[src/gppf_pkg.sv]
// Shared types, codes and constants of the general-position point filter.
package gppf_pkg;

    localparam int MAX_POINTS_DEF = 16;
    localparam int COORD_BITS_DEF = 8;

    localparam int          TARGET_W     = 5;
    localparam logic [4:0]  TARGET_RESET = 5'd12;

    // Result word layout, lowest bit first
    localparam int STATUS_W     = 3;
    localparam int OUT_COUNT_W  = 5;
    localparam int OUT_PAD_W    = 7;
    localparam int OUT_DATA_W   = STATUS_W + OUT_COUNT_W + 1 + OUT_PAD_W;
    localparam int COUNT_LSB    = STATUS_W;
    localparam int COMPLETE_BIT = STATUS_W + OUT_COUNT_W;

    typedef enum logic [STATUS_W-1:0] {
        ST_ACCEPTED  = 3'd0,
        ST_COLLINEAR = 3'd1,
        ST_DUPLICATE = 3'd2,
        ST_FULL      = 3'd3,
        ST_CLEARED   = 3'd4
    } status_t;

    typedef enum logic [2:0] {
        S_IDLE,
        S_DECIDE,
        S_DUP,
        S_PAIR,
        S_DRAIN,
        S_DONE
    } state_t;

    // Controller to datapath
    typedef struct packed {
        logic    load;       // latch the incoming word
        logic    clr_flags;  // reset the hit flags
        logic    rd_en;      // issue one memory read into the check pipeline
        logic    rd_pair;    // 1: pair area check, 0: duplicate check
        logic    commit;     // store the candidate, bump the count
        logic    clear;      // empty the set
        logic    out_load;   // load the result register
        status_t code;       // result code to load
    } ctrl_cmd_t;

    // Datapath to controller
    typedef struct packed {
        logic cand_clr;
        logic full;
        logic busy;
        logic dup_hit;
        logic col_hit;
        logic out_free;
    } ctrl_stat_t;

endpackage

[src/gppf_ctrl.sv]
// Sequencer of the point filter: walks the duplicate scan and the pair scan.
module gppf_ctrl
    import gppf_pkg::*;
#(
    parameter int MAX_POINTS = MAX_POINTS_DEF,
    localparam int CNT_W  = $clog2(MAX_POINTS + 1),
    localparam int ADDR_W = $clog2(MAX_POINTS)
) (
    input  logic              aclk,
    input  logic              aresetn,
    input  logic              in_valid,
    output logic              in_ready,
    input  logic [CNT_W-1:0]  count,
    input  ctrl_stat_t        stat,
    output ctrl_cmd_t         cmd,
    output logic [ADDR_W-1:0] rd_a,
    output logic [ADDR_W-1:0] rd_b
);

    state_t           state_reg, state_next;
    logic [CNT_W-1:0] i_reg, i_next;
    logic [CNT_W-1:0] j_reg, j_next;
    status_t          result_reg, result_next;
    status_t          final_code;
    logic             dup_more;
    logic             pair_more;

    assign dup_more  = i_reg < count;
    assign pair_more = j_reg < count;
    assign rd_a      = i_reg[ADDR_W-1:0];
    assign rd_b      = j_reg[ADDR_W-1:0];

    // Duplicate wins over collinear; clear and full never raise a flag.
    always_comb begin
        if (result_reg == ST_ACCEPTED && stat.dup_hit) begin
            final_code = ST_DUPLICATE;
        end else if (result_reg == ST_ACCEPTED && stat.col_hit) begin
            final_code = ST_COLLINEAR;
        end else begin
            final_code = result_reg;
        end
    end

    always_ff @(posedge aclk) begin
        if (!aresetn) begin
            state_reg  <= S_IDLE;
            i_reg      <= '0;
            j_reg      <= '0;
            result_reg <= ST_ACCEPTED;
        end else begin
            state_reg  <= state_next;
            i_reg      <= i_next;
            j_reg      <= j_next;
            result_reg <= result_next;
        end
    end

    // Next state
    always_comb begin
        state_next = state_reg;
        unique case (state_reg)
            S_IDLE: begin
                if (in_valid) state_next = S_DECIDE;
            end
            S_DECIDE: begin
                if (stat.cand_clr || stat.full) state_next = S_DONE;
                else state_next = S_DUP;
            end
            S_DUP: begin
                if (!dup_more) state_next = S_PAIR;
            end
            S_PAIR: begin
                if (!pair_more) state_next = S_DRAIN;
            end
            S_DRAIN: begin
                if (!stat.busy) state_next = S_DONE;
            end
            S_DONE: begin
                if (stat.out_free) state_next = S_IDLE;
            end
            default: state_next = S_IDLE;
        endcase
    end

    // Outputs
    always_comb begin
        cmd      = '0;
        cmd.code = final_code;
        in_ready = 1'b0;
        unique case (state_reg)
            S_IDLE: begin
                in_ready = 1'b1;
                cmd.load = in_valid;
            end
            S_DECIDE: begin
                cmd.clr_flags = 1'b1;
            end
            S_DUP: begin
                cmd.rd_en = dup_more;
            end
            S_PAIR: begin
                cmd.rd_en   = pair_more;
                cmd.rd_pair = 1'b1;
            end
            S_DRAIN: begin
            end
            S_DONE: begin
                cmd.out_load = stat.out_free;
                cmd.commit   = stat.out_free && final_code == ST_ACCEPTED;
                cmd.clear    = stat.out_free && final_code == ST_CLEARED;
            end
            default: begin
            end
        endcase
    end

    // Scan indexes and provisional result
    always_comb begin
        i_next      = i_reg;
        j_next      = j_reg;
        result_next = result_reg;
        case (state_reg)
            S_DECIDE: begin
                i_next = '0;
                if (stat.cand_clr) result_next = ST_CLEARED;
                else if (stat.full) result_next = ST_FULL;
                else result_next = ST_ACCEPTED;
            end
            S_DUP: begin
                if (dup_more) begin
                    i_next = CNT_W'(i_reg + 1'b1);
                end else begin
                    i_next = '0;
                    j_next = CNT_W'(1);
                end
            end
            S_PAIR: begin
                if (pair_more) begin
                    if (CNT_W'(j_reg + 1'b1) < count) begin
                        j_next = CNT_W'(j_reg + 1'b1);
                    end else begin
                        i_next = CNT_W'(i_reg + 1'b1);
                        j_next = CNT_W'(i_reg + 2'd2);
                    end
                end
            end
            default: begin
            end
        endcase
    end

endmodule

[src/gppf_dp.sv]
// Datapath of the point filter: point store, check pipeline, count and result register.
module gppf_dp
    import gppf_pkg::*;
#(
    parameter int MAX_POINTS = MAX_POINTS_DEF,
    parameter int COORD_BITS = COORD_BITS_DEF,
    localparam int CNT_W  = $clog2(MAX_POINTS + 1),
    localparam int ADDR_W = $clog2(MAX_POINTS)
) (
    input  logic                  aclk,
    input  logic                  aresetn,
    input  logic [COORD_BITS-1:0] in_x,
    input  logic [COORD_BITS-1:0] in_y,
    input  logic                  in_clr,
    input  logic                  cfg_valid,
    input  logic [TARGET_W-1:0]   cfg_data,
    input  logic                  out_ready,
    output logic                  out_valid,
    output status_t               out_status,
    output logic [OUT_COUNT_W-1:0] out_count,
    output logic                  out_complete,
    input  ctrl_cmd_t             cmd,
    input  logic [ADDR_W-1:0]     rd_a,
    input  logic [ADDR_W-1:0]     rd_b,
    output ctrl_stat_t            stat,
    output logic [CNT_W-1:0]      count
);

    localparam int CMP_W  = (CNT_W > TARGET_W) ? CNT_W : TARGET_W;
    // |area| stays below 2^(2*COORD_BITS), so the product width holds the sum
    localparam int PROD_W = 2 * COORD_BITS + 2;

    logic [COORD_BITS-1:0] mem_x [MAX_POINTS];
    logic [COORD_BITS-1:0] mem_y [MAX_POINTS];

    logic [TARGET_W-1:0]   target_reg;
    logic [CNT_W-1:0]      count_reg, count_next;
    logic [COORD_BITS-1:0] cand_x_reg, cand_y_reg;
    logic                  cand_clr_reg;

    logic [COORD_BITS-1:0] ax_reg, ay_reg, bx_reg, by_reg;
    logic                  v1_reg, pair1_reg;
    logic signed [PROD_W-1:0] p0_reg, p1_reg, p2_reg;
    logic                  eq2_reg, v2_reg, pair2_reg;
    logic                  dup_hit_reg, col_hit_reg;

    logic                  out_valid_reg;
    status_t               out_status_reg;
    logic [OUT_COUNT_W-1:0] out_count_reg;
    logic                  out_complete_reg;

    logic [CMP_W-1:0]      eff_target, target_ext, max_ext, count_ext, next_ext;
    logic                  out_free;

    logic signed [COORD_BITS:0] xs, x1s, x2s, ys, y1s, y2s;
    logic signed [PROD_W-1:0]   area;

    assign target_ext = CMP_W'(target_reg);
    assign max_ext    = CMP_W'(MAX_POINTS);
    assign eff_target = (target_ext > max_ext) ? max_ext : target_ext;
    assign count_ext  = CMP_W'(count_reg);

    always_comb begin
        if (cmd.clear) count_next = '0;
        else if (cmd.commit) count_next = CNT_W'(count_reg + 1'b1);
        else count_next = count_reg;
    end
    assign next_ext = CMP_W'(count_next);

    assign out_free = !out_valid_reg || out_ready;

    assign stat.cand_clr = cand_clr_reg;
    assign stat.full     = count_ext >= eff_target;
    assign stat.busy     = v1_reg || v2_reg;
    assign stat.dup_hit  = dup_hit_reg;
    assign stat.col_hit  = col_hit_reg;
    assign stat.out_free = out_free;
    assign count         = count_reg;

    // Control state
    always_ff @(posedge aclk) begin
        if (!aresetn) begin
            target_reg    <= TARGET_RESET;
            count_reg     <= '0;
            v1_reg        <= 1'b0;
            v2_reg        <= 1'b0;
            dup_hit_reg   <= 1'b0;
            col_hit_reg   <= 1'b0;
            out_valid_reg <= 1'b0;
        end else begin
            if (cfg_valid) target_reg <= cfg_data;
            count_reg <= count_next;
            v1_reg    <= cmd.rd_en;
            v2_reg    <= v1_reg;
            if (cmd.clr_flags) begin
                dup_hit_reg <= 1'b0;
                col_hit_reg <= 1'b0;
            end else if (v2_reg) begin
                if (!pair2_reg && eq2_reg) dup_hit_reg <= 1'b1;
                if (pair2_reg && area == '0) col_hit_reg <= 1'b1;
            end
            if (cmd.out_load) out_valid_reg <= 1'b1;
            else if (out_ready) out_valid_reg <= 1'b0;
        end
    end

    // Candidate latch
    always_ff @(posedge aclk) begin
        if (cmd.load) begin
            cand_x_reg   <= in_x;
            cand_y_reg   <= in_y;
            cand_clr_reg <= in_clr;
        end
    end

    // Point store: one write port, two registered read ports
    always_ff @(posedge aclk) begin
        if (cmd.commit) begin
            mem_x[count_reg[ADDR_W-1:0]] <= cand_x_reg;
            mem_y[count_reg[ADDR_W-1:0]] <= cand_y_reg;
        end
        if (cmd.rd_en) begin
            ax_reg <= mem_x[rd_a];
            ay_reg <= mem_y[rd_a];
            bx_reg <= mem_x[rd_b];
            by_reg <= mem_y[rd_b];
        end
        pair1_reg <= cmd.rd_pair;
    end

    assign xs  = $signed({1'b0, cand_x_reg});
    assign ys  = $signed({1'b0, cand_y_reg});
    assign x1s = $signed({1'b0, ax_reg});
    assign y1s = $signed({1'b0, ay_reg});
    assign x2s = $signed({1'b0, bx_reg});
    assign y2s = $signed({1'b0, by_reg});

    // Registered products of x*(y1-y2) + x1*(y2-y) + x2*(y-y1); their sum is combinational
    always_ff @(posedge aclk) begin
        p0_reg    <= PROD_W'(xs)  * (PROD_W'(y1s) - PROD_W'(y2s));
        p1_reg    <= PROD_W'(x1s) * (PROD_W'(y2s) - PROD_W'(ys));
        p2_reg    <= PROD_W'(x2s) * (PROD_W'(ys) - PROD_W'(y1s));
        eq2_reg   <= (ax_reg == cand_x_reg) && (ay_reg == cand_y_reg);
        pair2_reg <= pair1_reg;
    end

    assign area = p0_reg + p1_reg + p2_reg;

    // Result register
    always_ff @(posedge aclk) begin
        if (cmd.out_load) begin
            out_status_reg   <= cmd.code;
            out_count_reg    <= next_ext[OUT_COUNT_W-1:0];
            out_complete_reg <= next_ext >= eff_target;
        end
    end

    assign out_valid    = out_valid_reg;
    assign out_status   = out_status_reg;
    assign out_count    = out_count_reg;
    assign out_complete = out_complete_reg;

endmodule

[src/general_position_point_filter.sv]
// Top level of the general-position point filter.
//
//  channel | direction | words                                | fields, lowest bit first
//  s_      | in        | one candidate point or clear request | s_tdata: point_x, point_y
//          |           |                                      | s_tuser: clear_set
//  m_      | out       | one result per input word            | m_tdata: status, point_count,
//          |           |                                      |          set_complete, pad
//  cfg_    | in        | target_count write                   | cfg_data: target_count
//
// Scans: a clear or a refusal as full skips both scans; a candidate is checked by the
// duplicate scan over the stored points and the pair scan over every pair of them,
// which read the point store one point or one pair per cycle into a three-stage area
// pipeline.
// Reset: aresetn low clears the count, the result valid flag and the sequencer, and sets
// target_count to 12. The point store needs no clearing pass.
// Stalls: a result waits in the output register while m_tready is low; the next word is
// accepted meanwhile and held at its last step until the register frees.
module general_position_point_filter
    import gppf_pkg::*;
#(
    parameter int MAX_POINTS = MAX_POINTS_DEF,
    parameter int COORD_BITS = COORD_BITS_DEF,
    localparam int IN_W   = ((2 * COORD_BITS + 7) / 8) * 8,
    localparam int CNT_W  = $clog2(MAX_POINTS + 1),
    localparam int ADDR_W = $clog2(MAX_POINTS)
) (
    input  logic                  aclk,
    input  logic                  aresetn,
    // input stream
    input  logic                  s_tvalid,
    output logic                  s_tready,
    input  logic [IN_W-1:0]       s_tdata,   // point_x, point_y, zero pad
    input  logic                  s_tuser,   // clear_set
    // result stream
    output logic                  m_tvalid,
    input  logic                  m_tready,
    output logic [OUT_DATA_W-1:0] m_tdata,   // status, point_count, set_complete, zero pad
    // configuration
    input  logic                  cfg_valid,
    output logic                  cfg_ready,
    input  logic [TARGET_W-1:0]   cfg_data   // target_count
);

    ctrl_cmd_t              cmd;
    ctrl_stat_t             stat;
    logic [CNT_W-1:0]       count;
    logic [ADDR_W-1:0]      rd_a, rd_b;
    status_t                out_status;
    logic [OUT_COUNT_W-1:0] out_count;
    logic                   out_complete;

    // Take target writes at any time; the user is to write them only while idle, which the block does not enforce.
    assign cfg_ready = 1'b1;

    gppf_ctrl #(
        .MAX_POINTS(MAX_POINTS)
    ) u_ctrl (
        .aclk    (aclk),
        .aresetn (aresetn),
        .in_valid(s_tvalid),
        .in_ready(s_tready),
        .count   (count),
        .stat    (stat),
        .cmd     (cmd),
        .rd_a    (rd_a),
        .rd_b    (rd_b)
    );

    gppf_dp #(
        .MAX_POINTS(MAX_POINTS),
        .COORD_BITS(COORD_BITS)
    ) u_dp (
        .aclk        (aclk),
        .aresetn     (aresetn),
        .in_x        (s_tdata[COORD_BITS-1:0]),
        .in_y        (s_tdata[2*COORD_BITS-1:COORD_BITS]),
        .in_clr      (s_tuser),
        .cfg_valid   (cfg_valid),
        .cfg_data    (cfg_data),
        .out_ready   (m_tready),
        .out_valid   (m_tvalid),
        .out_status  (out_status),
        .out_count   (out_count),
        .out_complete(out_complete),
        .cmd         (cmd),
        .rd_a        (rd_a),
        .rd_b        (rd_b),
        .stat        (stat),
        .count       (count)
    );

    // Pack the result word
    assign m_tdata = {{OUT_PAD_W{1'b0}}, out_complete, out_count, out_status};

endmodule

[config.mk]
export PLATFORM = sky130hd
export DESIGN_NAME = general_position_point_filter
export DESIGN_NICKNAME = d
export VERILOG_FILES = /design/src/gppf_pkg.sv /design/src/gppf_ctrl.sv /design/src/gppf_dp.sv /design/src/general_position_point_filter.sv
export SDC_FILE = /design/constraint.sdc
export NUM_CORES = 1
export LEC_CHECK = 0
export BUFFER_PORTS_ARGS = -buffer_cell sky130_fd_sc_hd__buf_4
export CORE_MARGIN = 4
export CORE_UTILIZATION = 35
export CTS_CLUSTER_SIZE = 30
export DETAILED_ROUTE_END_ITERATION = 6
export GPL_TIMING_DRIVEN = 0
export PLACE_DENSITY_LB_ADDON = 0.3
export REMOVE_ABC_BUFFERS = 1
export SLEW_MARGIN = 20
export SYNTH_ARGS = -nofsm -noshare
export SYNTH_HDL_FRONTEND = slang
export SYNTH_SLANG_ARGS = --single-unit
[constraint.sdc]
create_clock -name aclk -period 10.5 [get_ports aclk]
set_input_delay 0.525 -clock aclk [delete_from_list [all_inputs] [get_ports aclk]]
set_output_delay 0.525 -clock aclk [all_outputs]
set_load 0.05 [all_outputs]
### After elaboration in Yosys (flattened, before gate mapping)

Memory sizes are Yosys's and may differ from the RTL's. A register that Yosys moved wholly into a read port is not among the register bits.
Cells that the tools add are included.

* flip-flop bits (word level): 114
* RAM bits: 256
* input port bits: 27
* word-level logic and storage cells: 116
* memories kept: 2

Memory list
* u_dp.mem_x: depth 16, width 8, rd ports 2, clocked after Yosys merged registers in 2, wr ports 1, RTL line gppf_dp.sv:33 `logic [COORD_BITS-1:0] mem_x [MAX_POINTS];`
* u_dp.mem_y: depth 16, width 8, rd ports 2, clocked after Yosys merged registers in 2, wr ports 1, RTL line gppf_dp.sv:34 `logic [COORD_BITS-1:0] mem_y [MAX_POINTS];`

* add/subtract/negate cells: 9
* multiply operators: 3
* magnitude comparators: 6
* eq/ne operators: 15
* multiplexer cells: 32
* bitwise logic cells: 1
* reductions and logical operators: 25

Operators with widths (count)
* 9-bit by 18-bit multiplier with 18-bit output: 3
* 5-bit two-way mux: 9
* 18-bit adder: 2
* 3-bit two-way mux: 10
* 8-bit by 8-bit subtractor with 9-bit output: 3
* 18-bit logical NOT: 1
* 3-bit case mux with 6 select lines: 1
* 8-bit equality test: 2
* 5-bit by 1-bit adder with 5-bit output, second input constant: 3
* 5-bit less-than comparator: 3
* 5-bit case mux with 3 select lines: 1
* 5-bit >= comparator: 2
* 2-bit inequality test, second input constant: 5
* 5-bit case mux with 2 select lines: 1
* 3-bit equality test, second input constant: 3
* 3-bit logical NOT: 3
* 1-bit two-way mux: 8
* 1-bit logical AND: 7
* 3-bit by 2-bit equality test with 1-bit output, second input constant: 2
* 3-bit AND reduction: 2
* 5-bit by 2-bit adder with 5-bit output, second input constant: 1
* 5-bit > comparator, second input constant: 1
* 5-bit AND reduction: 1
* 2-bit by 1-bit inequality test with 1-bit output, second input constant: 2
* other kinds (10): 15

### Depth between registers and ports, before layout

Gate-level depths: netlist of the first run.

* depth in word-level cells: 10
* mapped depth: 27

### Cells and area by module

Synthesis of the first run repeated with hierarchy kept, for this count alone.

* cell total of the unflattened synthesis: 2034
* area, all modules: 26848.2 um2

Modules (own cells, without submodules)
* gppf_dp: instances 1, cells each 1863, area each 25414.4 um2, seq. area each 10870.4 um2
* gppf_ctrl: instances 1, cells each 160, area each 1358.8 um2, seq. area each 300.3 um2
* general_position_point_filter: instances 1, cells each 11, area each 75.1 um2, seq. area each 0.0 um2

### Worst setup path after synthesis of the first run

No wires, ideal clock.

* kind: flip-flop to flip-flop
* start point: register u_dp.cand_y_reg[1]
* end point: register u_dp.p1_reg[17]
* setup time: 0.072 ns
* data arrival time: 6.459 ns
* required time: 10.428 ns
* path slack: 3.969 ns
* stages on the path, launching flop included: 26
* path buffers: 0
* period minus slack after synthesis: 6.531 ns
* cells stage by stage: edfxtp_1 > inv_1 > ha_1 > nor2b_1 > o21ai_0 > a21boi_0 > o21a_1 > nor2_1 > o21bai_1 > a21oi_2 > mux2_2 > fa_1 > inv_1 > fa_1 > fa_1 > inv_1 > fa_1 > inv_1 > ha_1 > or2_2 > a21oi_1 > o31ai_1 > or4_1 > a31o_2 > a21oi_1 > xnor2_1

* cells in the longest elaborated chain, start to end: 2

Ends and longest elaborated chain
* from (decl): RTL line gppf_dp.sv:38 `logic [COORD_BITS-1:0] cand_x_reg, cand_y_reg;`
* from (signal assigned): RTL line gppf_dp.sv:111 `cand_y_reg <= in_y;`
* 8-bit by 8-bit subtractor with 9-bit output: RTL line gppf_dp.sv:141 `p1_reg <= PROD_W'(x1s) * (PROD_W'(y2s) - PROD_W'(ys));`
* 9-bit by 18-bit multiplier with 18-bit output: RTL line gppf_dp.sv:141
* to (signal assigned): RTL line gppf_dp.sv:141
* to (decl): RTL line gppf_dp.sv:43 `logic signed [PROD_W-1:0] p0_reg, p1_reg, p2_reg;`

No other way between the ends.
A chain may end at the register's enable or synchronous reset.

### Final worst setup path of the first run

* start point: register u_dp.cand_y_reg[2]
* end point: register u_dp.p1_reg[17]

Same word-level chain as after synthesis.

==> flow_metrics.tcl, run 1 <==
set metrics [dict create \
    synth.cell_area_mm2 0.0277 \
    first_pass_iters 4 \
    n_fill_cell 7203 \
    diodes 0 \
    place_ws_ns 2.95 \
    cts_buffer_depth 3 \
    hpwl_um 48300 \
    cts_root_buffer "clkbuf_16" \
    grt_max_degree 43 \
    crit_type "reg -> reg" \
    initial_core_util_pct 35.6 \
    rows 102 \
    yosys.cell_types.count 68 \
    period_needed_ns 7.58 \
    viasPerCell 5.02 \
    route.detailed.drc 0 \
    antenna_found_initial 0 \
    path_max_fanout 18 \
    seq_area_frac_synth_pct 40.3 \
    critPathLaunchType "flop" \
    synth_edf_count 314 \
    path_buf_inv 4 \
    cp.arrival_ns 8.08 \
    r2r_slack_ns 2.92 \
    placed_cell_area_mm2 0.0297 \
    hold_buffers 0 \
    die_h_um 290 \
    io_buffers 37 \
    post_cts_resized 0 \
    wl_per_cell_um 19.5 \
    cts.sinks 401 \
    fin_ws_ns 2.92 \
    finClkSkew_ns 0.0412 \
    drt-total-wl_um 64000 \
    max_cap_violations 0 \
    synthCells 2176 \
    hold_path.class "in -> reg" \
    grt_pass1_wl_um 101000 \
    fmax_mhz 132 \
    fin_nets 2623 \
    cts_buffers 46 \
    slowest_delay_ns 0.81 \
    tns_ns 0 \
    leakage_nw 12.2 \
    synthArstFlopShare_pct 0 \
    synth-main-ff-cell "edfxtp_1" \
    gp_congestion 0.884 \
    slew_headroom_pct 31.7 \
    insertion_delay_ns 0.59 \
    cp.required_ns 10.99 \
    cts_tree "built" \
    grt_overflow_total 0 \
    fin_area_mm2 0.0311 \
    core_mm2 0.0780 \
    crit_path_end_kind "flop" \
    min_period_over_period_pct 72.2 \
    ios 46 \
    whs_ns 0.109 \
    die_area_mm2 0.0838 \
    grt_usage_pct 15.5 \
    rsz0062_at_grt "no" \
    setup_viol 0 \
    synth_area_per_cell_um2 12.8 \
    cpMaxStageDelayCell "edfxtp_1" \
    postCtsSetupBuffers 0 \
    hold_violations 0 \
    synthToLayoutAreaGrowth_pct 12.2 \
    outcome "completed" \
    ys_warn_count 0 \
    drtAntennaViolNets 0 \
    htreeDepth 2 \
    worst_pin_slew_ns 1.02 \
    synth_seq_cells 401 \
    final_layout_size_suffix_gt1_share_pct 15.8 \
    powerDensity_mw_per_mm2 260 \
    die_x_um 290 \
    peakVddDrop_mv 0.171 \
    grt_pass1_vias 17600 \
    first_iter_violations 1034 \
    slew_violations 0 \
    clk_pin_slew_worst_paths_ns 0.06 \
    num_vias 16500 \
    critPathTopFamily "adder cells" \
]
-- area by class of cell --
type / instances / area [µm²] / area share [%]
Timing Repair Buffer: 71 / 843 / 2.71
Clock buffer: 62 / 1210 / 3.89
Clock inverter: 21 / 260 / 0.836
Multi-Input combinational cell: 1364 / 15100 / 48.5
Sequential cell: 401 / 11200 / 35.9
Tap cell: 1040 / 1300 / 4.18
Inverter: 328 / 1230 / 3.95
-- kinds of logic after synthesis --
logic type	share of synthesized area, %
AO/OA/AOI/OAI	4.87
XOR/XNOR	2.81
adder cells (fa/ha/maj)	22.8
buffers and inverters	5.82
flip-flops	40.3
multiplexers	14.3
other	0.0271
AND/OR/NAND/NOR	9.14
-- cell usage in the layout, fill, tap and decap left out, types with 13 or more instances in the layout --
cell type and n:
clkbuf_1 16, xor2_1 22, a21o_1 23, o21ai_0 26
fa_1 202, mux2i_1 18, nor2_1 52, nand2_1 158
o21bai_1 13, nor3_1 21, a21oi_1 40, clkbuf_16 46
nand2b_1 57, buf_4 45, mux4_2 160, xnor2_1 67
edfxtp_1 314, nand3_1 17, ha_1 182, nor2b_1 59
o21a_1 20, and2_1 80, inv_1 328, mux2_2 16
dfxtp_1 79
-- synth_stat cells (20+ instances only) --
library cell / n / share of area [%]
a21oi_1: 41 / 0.74
ha_1: 182 / 8.2
o21a_1: 20 / 0.54
o21ai_0: 26 / 0.47
fa_1: 202 / 15
and2_1: 81 / 1.8
clkbuf_1: 66 / 0.89
inv_1: 328 / 4.4
xor2_1: 22 / 0.69
edfxtp_1: 314 / 34
mux4_2: 160 / 13
xnor2_1: 67 / 2.1
nand2_1: 158 / 2.1
nor2_1: 64 / 0.87
nor3_1: 25 / 0.45
dfxtp_1: 87 / 6.3
a21o_1: 23 / 0.62
nor2b_1: 59 / 1.3
nand2b_1: 57 / 1.3
-- power by group --
| part | switching, mW | internal (mW) |
|---|---|---|
| clock network | 0.645 | 0.913 |
| registers | 0.155 | 1.90 |
| logic | 2.49 | 1.98 |
-- routing by layer --
metal  up-vias  global-route usage [%]  wire length [µm]
li1       7612                       -                 -
met1      8476                    20.3             27700
met2       323                    27.7             32600
met3        87                    1.82              2400
met4         0                    3.77              1400
met5         -                       0                 0
-- worst paths after layout --
path                           start                  to  depth (start not counted)
setup / recovery  u_dp.cand_y_reg[2]     u_dp.p1_reg[17]                         25
hold / removal           s_tdata[14]  u_dp.cand_y_reg[6]                          1
setup reg to reg  u_dp.cand_y_reg[2]     u_dp.p1_reg[17]                         25
hold reg to reg       u_dp.pair1_reg      u_dp.pair2_reg                          0
-- through the flow --
step | std cells | power, mW | utilization (%)
floorplan | 2093 | 5.51 | -
global placement | 3170 | 6.50 | 37.1
detailed placement | 3204 | 6.57 | 38.1
CTS | 3287 | 8.16 | 39.9
global route | 3287 | 8.83 | 39.9
finish | 3287 | 8.08 | 39.9
No activity file was read; power rests on OpenSTA's default activity.
==> inputs of run 2 (changes only) <==
Clock period 10.5 ns to 6.4 ns, I/O delays scaled along.
==> run 2 against run 1 <==
Flip-flop and latch count is the same. Clock-buffer cell count stayed put. Cell area increased by 3.2%. Critical endpoint is now u_dp.p0_reg[16]. Largest cell class unchanged.
==> flow_metrics.tcl, run 2 (synthesis results as in run 1) <==
set metrics [dict create \
    min_period_over_period_pct 96.4 \
    fin_ws_ns 0.229 \
    met3_usage_pct 1.90 \
    drtAntennaViolNets 0 \
    antenna_found_initial 0 \
    p_switching_mw 5.60 \
    initial_core_util_pct 35.6 \
    pwr-share-seq_pct 24.3 \
    route.detailed.drc 0 \
    placed_cell_area_mm2 0.0297 \
    insertion_delay_ns 0.59 \
    slowest_delay_ns 0.57 \
    powerDensity_mw_per_mm2 429 \
    rows 102 \
    cp_common_cell "fa_1" \
    whs_ns 0.0315 \
    met1_usage_pct 20.6 \
    final_layout_size_suffix_gt1_share_pct 19.4 \
    slew_headroom_pct 33.5 \
    hold_violations 0 \
    diodes 0 \
    first_pass_iters 5 \
    hold_path.class "in -> reg" \
    crit_path_end_kind "flop" \
    die_area_mm2 0.0838 \
    outcome "completed" \
    die_x_um 290 \
    ios 46 \
    max_cap_violations 0 \
    slew_violations 0 \
    cp.arrival_ns 6.62 \
    htreeDepth 2 \
    tns_ns 0 \
    p_sw_share_pct 40.6 \
    place_ws_ns -1.15 \
    finalPower_mw 13.8 \
    fin_area_mm2 0.0321 \
    critPathCapture "u_dp.p0_reg[16]" \
    p_int_mw 8.19 \
    synthToLayoutAreaGrowth_pct 15.9 \
    cp_cell_sequence "ha_1 > fa_1 > nor2b_1 > o21ai_1 > a21boi_1 > o21a_1 > nor2_1 > xnor2_2 > nand2_2 > fa_1 > inv_1 > fa_1 > inv_1 > fa_1 > fa_1 > inv_1 > ha_1 > inv_1 > o21bai_1 > a21o_1 > a31o_2 > and4_1 > o31a_1 > xor2_2" \
    crit_type "reg -> reg" \
    peakVddDrop_mv 0.294 \
    grt_overflow_total 0 \
    num_vias 16800 \
    cts_root_buffer "clkbuf_16" \
    cts_tree "built" \
    path_buf_inv 4 \
    fmax_mhz 162 \
    setup_viol 0 \
    r2r_slack_ns 0.23 \
    dp_cells 3204 \
    r2r_start "u_dp.by_reg[0]" \
    comb_power_share_pct 57.1 \
    min_from "aresetn" \
    leakage_nw 12.6 \
    final_cell_mix "inv_1, edfxtp_1, fa_1, ha_1, mux4_2" \
    final_cells 3355 \
    finalCoreUtilization_pct 41.2 \
    n_fill_cell 7108 \
    grt-busiest-layer "met2" \
    p_clk_share_pct 18.5 \
    layout_commonest_cell "inv_1" \
    clk_pin_slew_worst_paths_ns 0.06 \
    drt-total-wl_um 65400 \
    cts_buffer_depth 3 \
    critPathLaunchType "flop" \
    hpwl_um 48300 \
    reg2reg_depth 24 \
    finClkSkew_ns 0.0401 \
    wl_per_cell_um 19.5 \
    io_buffers 37 \
    grt_usage_pct 15.8 \
    viasPerCell 5.01 \
    die_h_um 290 \
    period_needed_ns 6.17 \
    fin_nets 2691 \
    cts_buffers 46 \
    critPathTopFamily "adder cells" \
    cp.required_ns 6.85 \
    cts.sinks 401 \
    grt_pass1_vias 17900 \
    first_iter_violations 1023 \
    cpMaxStageDelayCell "fa_1" \
    grt_pass1_wl_um 103000 \
    gp_congestion 0.884 \
    worstSetupStartpoint "u_dp.by_reg[0]" \
    worst_pin_slew_ns 0.998 \
    grt_util_met2_pct 28.2 \
    path_max_fanout 3 \
    cp.depth 24 \
    grt_max_degree 43 \
    core_mm2 0.0780 \
    timing.rr.end "u_dp.p0_reg[16]" \
]
==> run 2: cell types whose count changed in the layout (fill, tap and decap cells not counted), moves of 8 or more <==
cell           change
o21ai_0            -8
ha_4              +10
ha_1              -11
dlygate4sd3_1     +23
buf_4             +36
==> run 2: worst min-delay path by stage <==
stage	to	slack, ns	cells after the start
final	u_dp.target_ext[3]	0.03	2
after global routing	u_dp.target_ext[3]	0.03	2
after CTS	u_dp.target_ext[3]	0.002	2
after detailed placement	u_dp.pair2_reg	0.32	0
after global placement	u_dp.pair2_reg	0.32	0
after floorplan	u_dp.pair2_reg	0.31	0
==> run 2: final cells by class <==
class	count	area [µm²]	share of cell area, %
sequential	401	11200	34.8
clock inverter	21	260	0.809
multi-input combinational	1364	15500	48.1
tap	1040	1300	4.05
inverter	328	1230	3.83
timing repair buffer	139	1480	4.62
clock buffer	62	1210	3.77
==> run 2: power by group through the flow <==
stage	logic [mW]	registers (mW)	clock network, mW
finish	7.88	3.36	2.56
global route	8.88	3.39	2.73
CTS	7.64	3.37	2.62
detailed placement	7.33	3.44	0
global placement	7.17	3.50	0
floorplan	5.68	3.37	0
==> run 2: repair_timing <==
action / in CTS / in global routing
setup endpoints to repair: 17 / 14
resized for setup: 36 / 49
setup buffers: 24 / 21
hold buffers: 23 / 0
pin swaps: 16 / 37
endpoints found under the hold margin: 22 / 0
==> run 2: metal layers <==
layer / vias up / part of all wire (%)
li1: 7742 / -
met1: 8614 / 43
met2: 359 / 51
met3: 93 / 4.0
met4: 0 / 2.5
met5: - / 0
==> run 2: worst reg2reg max path, stage by stage, from the launching register on <==
cell	delay, ns
edfxtp_1	0.45
ha_1	0.25
fa_1	0.41
nor2b_1	0.14
o21ai_1	0.10
a21boi_1	0.19
o21a_1	0.18
nor2_1	0.07
xnor2_2	0.26
nand2_2	0.10
fa_1	0.57
inv_1	0.05
fa_1	0.50
inv_1	0.05
fa_1	0.48
fa_1	0.49
inv_1	0.04
ha_1	0.29
inv_1	0.11
o21bai_1	0.11
a21o_1	0.22
a31o_2	0.26
and4_1	0.22
o31a_1	0.33
xor2_2	0.16
